## src/hdl/eqvp_pkg.sv

```systemverilog
`default_nettype none
// ----------------------------------------------------------------------------
// eqvp_pkg
// Shared constants and types for the Euler-to-quaternion voxel placer.
// ----------------------------------------------------------------------------
package eqvp_pkg;

    localparam int WORK_W     = 36;  // Q.30 working width, range about +-32
    localparam int ATAN_COUNT = 24;

    localparam logic signed [WORK_W-1:0] PI_Q30      = 36'sd3373259426;
    localparam logic signed [WORK_W-1:0] TWO_PI_Q30  = 36'sd6746518852;
    localparam logic signed [WORK_W-1:0] HALF_PI_Q30 = 36'sd1686629713;
    localparam logic signed [WORK_W-1:0] GAIN_Q30    = 36'sd652032874;

    typedef enum logic [2:0] {
        REG_GRID_COLS    = 3'd0,
        REG_GRID_ROWS    = 3'd1,
        REG_GRID_SLICES  = 3'd2,
        REG_SLICE_NUMBER = 3'd3,
        REG_SCAN_COLS    = 3'd4,
        REG_SCAN_ROWS    = 3'd5
    } reg_index_t;

    typedef logic signed [WORK_W-1:0] work_t;

    function automatic work_t atan_q30(input int idx);
        work_t r;
        case (idx)
            0: r = 36'sd843314856;   1: r = 36'sd497837829;
            2: r = 36'sd263043836;   3: r = 36'sd133525158;
            4: r = 36'sd67021686;    5: r = 36'sd33543515;
            6: r = 36'sd16775850;    7: r = 36'sd8388437;
            8: r = 36'sd4194282;     9: r = 36'sd2097149;
            10: r = 36'sd1048575;    11: r = 36'sd524287;
            12: r = 36'sd262143;     13: r = 36'sd131071;
            14: r = 36'sd65535;      15: r = 36'sd32767;
            16: r = 36'sd16383;      17: r = 36'sd8191;
            18: r = 36'sd4095;       19: r = 36'sd2047;
            20: r = 36'sd1023;       21: r = 36'sd511;
            22: r = 36'sd255;        23: r = 36'sd127;
            default: r = '0;
        endcase
        return r;
    endfunction

endpackage
`default_nettype wire

```

## src/hdl/eqvp_quat_mul.sv

```systemverilog
`default_nettype none
// ----------------------------------------------------------------------------
// eqvp_quat_mul
// Product of two Q.30 trig values, rounded to Q.16 and saturated to +-1.
// The 32x32 product is registered before rounding.
// ----------------------------------------------------------------------------
module eqvp_quat_mul
    import eqvp_pkg::*;
(
    input  wire                aclk,
    input  wire                en,
    input  work_t              a,
    input  work_t              b,
    output logic signed [17:0] q
);

    // Trig values stay within +-1.7 in Q.30, so 32 bits carry them.
    logic signed [63:0] prod_reg;
    logic signed [17:0] q_reg;
    logic signed [63:0] rnd;

    always_comb rnd = (prod_reg + (64'sd1 <<< 43)) >>> 44;

    always_ff @(posedge aclk) begin
        if (en) begin
            prod_reg <= 64'($signed(a[31:0])) * 64'($signed(b[31:0]));
            if (rnd > 64'sd65536)       q_reg <= 18'sd65536;
            else if (rnd < -64'sd65536) q_reg <= -18'sd65536;
            else                        q_reg <= rnd[17:0];
        end
    end

    assign q = q_reg;

endmodule
`default_nettype wire

```

## config.mk

```make
export PLATFORM = sky130hd
export DESIGN_NAME = eqvp_quat_mul
export DESIGN_NICKNAME = d
export VERILOG_FILES = /design/src/hdl/eqvp_pkg.sv /design/src/hdl/eqvp_quat_mul.sv
export SDC_FILE = /design/constraint.sdc
export NUM_CORES = 2
export LEC_CHECK = 0
export ABC_AREA = 1
export BUFFER_PORTS_ARGS = -buffer_cell sky130_fd_sc_hd__buf_2
export CAP_MARGIN = 20
export CELL_PAD_IN_SITES_DETAIL_PLACEMENT = 0
export CELL_PAD_IN_SITES_GLOBAL_PLACEMENT = 1
export CORE_MARGIN = 5
export CORE_UTILIZATION = 40
export CTS_CLUSTER_DIAMETER = 150
export CTS_CLUSTER_SIZE = 8
export DETAILED_ROUTE_END_ITERATION = 8
export PLACE_DENSITY_LB_ADDON = 0.1
export SYNTH_ARGS = -nofsm -noshare
export SYNTH_HDL_FRONTEND = slang
export SYNTH_SLANG_ARGS = --single-unit
```

## constraint.sdc

```tcl
create_clock -name aclk -period 10.1 [get_ports aclk]
set_input_delay 1.515 -clock aclk [delete_from_list [all_inputs] [get_ports aclk]]
set_output_delay 1.515 -clock aclk [all_outputs]
set_load 0.01 [all_outputs]
```

Word level (Yosys, flattened, before mapping)
Cells that the tools add are included.
Cells by class
  div/mod/pow operators: 0
  equality and inequality tests: 0
  magnitude comparators: 2
  mux-type cells: 1
  reduce and logical (&&, ||, !) cells: 1
  $add $sub $neg: 1
  multiply operators: 1
  bitwise logic cells: 0
  shifts and indexed selects: 0
Operators with widths (number)
  adder 64 x 45 -> 64 bit, second input constant: 1
  multiplier 32 x 32 -> 64 bit: 1
  > comparator 20 x 18 -> 1 bit, second input constant: 1
  < comparator 20 x 17 -> 1 bit, second input constant: 1
  2-to-1 mux 18 bit: 1
  OR reduction 2 bit: 1
Word-level totals
  memories: 0
  ROM bits: 0
  output and inout bits: 18
  register bits after elaboration: 82
  RAM bits: 0
  logic and storage cells: 9
  input port bits: 74
  bits in latches: 0

Logic depth before layout (Yosys ltp)
  depth in word-level cells: 3
  gate-level depth with buffers: 31
  mapped depth without buffers: 30

Worst setup path after synthesis
No wires, ideal clock.
  path type: input -> register
  start point: in a[31]
  end point: reg prod_reg[54], data pin
  stages on the path: 27
  arrival time: 8.139 ns
  buffers on the path: 1
  required time: 9.847 ns
  path slack: 1.708 ns
  path through: clkbuf_1 > nand2_1 > inv_1 > fa_1 > inv_1 > fa_1 > inv_1 > fa_1 > fa_1 > inv_1 > fa_1 > inv_1 > fa_1 > inv_1 > fa_1 > inv_1 > fa_1 > ha_1 > nand2_1 > nor2_1 > inv_1 > nor2_1 > inv_1 > nor4_1 > nand2_1 > nand4_1 > nand2_1
On the way
  longest elaborated chain between the ends: 1
Ends and longest elaborated chain
  start: declaration: line eqvp_quat_mul.sv:12  | input work_t a,
  multiplier 32 x 32 -> 64 bit: line eqvp_quat_mul.sv:26  | prod_reg <= 64'($signed(a[31:0])) * 64'($signed(b[31:0]));
  end signal: assignment: line eqvp_quat_mul.sv:26
  end: declaration: line eqvp_quat_mul.sv:18  | logic signed [63:0] prod_reg;
Every way passes these cells.
A chain may end at the register's enable or synchronous reset.

Worst setup path after layout
  start point: in b[6]
  end point: reg prod_reg[62], data pin
On the way
  longest elaborated chain between the ends: 1
Ends and longest elaborated chain
  start: declaration: line eqvp_quat_mul.sv:13  | input work_t b,
  multiplier 32 x 32 -> 64 bit: line eqvp_quat_mul.sv:26
Every way passes these cells.

==> results by group <==
Status
  • Outcome: finished clean

Floorplan
  • Core ar.: 98,000 um^2
  • Die W: 324 um
  • Floorplan row count: 115
  • Top-level I/O count: 92
  • Die area: 105,000 um^2
  • Initial Util: 40.1%
  • Chip height: 324 um

CTS
  • # Post-CTS Setup Buffers: 0
  • Num CTS Buffers: 5
  • CTS tree: done
  • H-tree depth: 2
  • Hold Buf Count CTS: 0
  • Post-CTS sizing: 0
  • Clock sink count: 39
  • Clock tree root driver cell: clkbuf_16
  • Longest Clk Path Bufs: 2
  • Clk_lat worst skew: 0.28 ns
  • Clock-pin slew on the worst setup and hold paths: 0.06 ns

Routing
  • Drt first pass iters: 5
  • Via count: 28,515
  • Total Routed Length: 111,000 um
  • Routed len/inst: 18.0 um
  • Drc violations: 0
  • Via-to-Cell Ratio: 4.63
  • DRT iter0 DRCs: 1,359
  • Antenna Nets Post-Route: 0

Yosys
  • Register area share after synthesis: 2.98%
  • Post-synthesis cell area: 39,300 um^2
  • Top_reg_cell synth: edfxtp_1
  • #FFs+latches synth: 39
  • Mean Syn Cell Area: 8.00 um^2
  • Async S/R FF share, synth: 0%
  • Syn Nets: 6,251
  • Netlist cell types: 34
  • Post-Syn Instances: 4,915
  • EDFF count, synth: 39
  • Synth warnings: 0

GRT
  • Gr ovfl total: 0
  • GRT Overall Usage: 22.3%
  • First-pass GRT wire length: 182,000 um
  • Vias in the first global route: 31,915
  • Largest net degree at the start of global routing: 40
  • Antenna violations before repair: 2

Job
  • Max-cap check violation count: 0

Setup path
  • Startpoint Class: input port
  • Worst setup EP type: flop
  • Req. time, crit path: 10.14 ns
  • Delay-heaviest family, CP: adder cells
  • Most common cell on crit path: fa_1
  • CP peak stage delay: 0.61 ns
  • Crit path kind: input port to flop
  • Worst path bufs/invs: 8
  • Critical path fanouts, max: 32
  • Critical Path AT: 9.05 ns
  • Max stage delay cell, worst path: buf_2

Min path
  • Worst min path class: flop to flop

Timing
  • Final setup violation count: 0
  • F_max: 111 MHz
  • Setup TNS: 0 ns
  • Min cycle time layout: 9.01 ns
  • RSZ-0062 raised after global routing: no
  • Rel. slew slack: 32.5%
  • Final Hold Fails: 0
  • Setup Skew: 0.00203 ns
  • Measured slew at the worst slew-check pin: 1.01 ns
  • Fin. max-slew vios: 0
  • Final period utilization: 89.2%

Finish
  • Commonest non-fill, non-tap cell in the layout: inv_1
  • Layout cells sized above 1: 3.58%
  • Most frequent cells in the layout: 1,603 x inv_1, 1,287 x nand2_1, 1,081 x fa_1
  • Final net count: 6,200
  • Multi-input gate area: 31,400 um^2
  • Layout area overhead: 4.67%
  • Largest register FFs: 21
  • FILL cells: 10,227
  • FF+latch area: 1170 um^2

Placement
  • Routability cong.: 0.887
  • Post-DP HPWL: 96,800 um
  • Port bufs: 83
==> worst reg2reg max path, stage by stage (launching register included) <==
cell and delay [ns]:
edfxtp_1 0.45, ha_1 0.29, nand2_1 0.08, nor2_1 0.26
nand2_1 0.11, xnor2_1 0.27, nor2_1 0.07, nand2_1 0.07
nor2_1 0.05, nand3_1 0.06, nand2_1 0.06, nand2_2 0.32
nor2_1 0.09
==> area by class of cell <==
type                       instances  area share [%]
clock inverter                     3          0.0578
antenna                            1         0.00608
sequential                        39            2.84
inverter                        1604            14.6
tap                             1287            3.91
multi-input combinational       3079            76.3
clock buffer                       5           0.304
timing repair buffer             135            1.96
==> cells in the mapped netlist (8+ instances only) <==
master | count | share of area (%)
inv_1 | 1603 | 15
nand2_1 | 1287 | 12
fa_1 | 1081 | 55
nor2_1 | 196 | 1.9
clkbuf_1 | 191 | 1.8
ha_1 | 181 | 5.8
a21oi_1 | 85 | 1.1
nand3_1 | 63 | 0.80
o21ai_0 | 55 | 0.70
edfxtp_1 | 39 | 3.0
nor3_1 | 14 | 0.18
nor2_2 | 13 | 0.21
xor2_1 | 13 | 0.29
xnor2_1 | 12 | 0.27
nand4_1 | 11 | 0.17
o21bai_1 | 11 | 0.21
or2_2 | 9 | 0.14
nor4_1 | 8 | 0.13
==> through the flow <==
| stage | std cells | hold slack, ns | setup slack [ns] | util [%] | cell area (um^2) |
|---|---|---|---|---|---|
| 6_report | 6153 | 0.741 | 1.09 | 42.0 | 41200 |
| 5_1_grt | 6152 | 0.796 | 0.690 | 42.0 | 41200 |
| 4_1_cts | 6152 | 0.757 | 1.08 | 42.0 | 41200 |
| 3_5_place_dp | 6144 | 0.729 | 0.776 | 41.9 | 41000 |
| 3_3_place_gp | 6144 | 0.741 | 0.854 | 41.9 | 41000 |
| 2_1_floorplan | 4915 | 0.643 | 1.71 | - | 39300 |
==> final timing paths <==
path	start	end	slack, ns	depth (start not counted)
max	b[6]	prod_reg[62]$_DFFE_PP_	1.09	27
max reg2reg	prod_reg[43]$_DFFE_PP_	q[0]$_SDFFCE_PP0P_	7.66	12
min reg2reg	prod_reg[63]$_DFFE_PP_	q[16]$_SDFFCE_PP1P_	0.74	4
min	prod_reg[63]$_DFFE_PP_	q[16]$_SDFFCE_PP1P_	0.74	4
==> per-layer routing <==
metal / vias to the layer above / track usage (%) / routed length [um]
met1: 14586 / 30.9 / 50200
met2: 460 / 40.2 / 55700
met4: 0 / 2.82 / 1690
li1: 13401 / - / -
met5: - / 0 / 0
met3: 68 / 1.02 / 3340
==> kinds of logic after synthesis <==
logic type      after synthesis  synth area share, %
flops                        39                 2.98
xor+xnor                     25                0.557
compound gates              177                 2.47
fa+ha+maj                  1262                 60.8
buf+inv                    1797                 17.2
simple gates               1615                 16.0
Power is left out: the tool's default activity adds up to more than one toggle a clock period on the data nets, which glitch-free logic cannot reach.
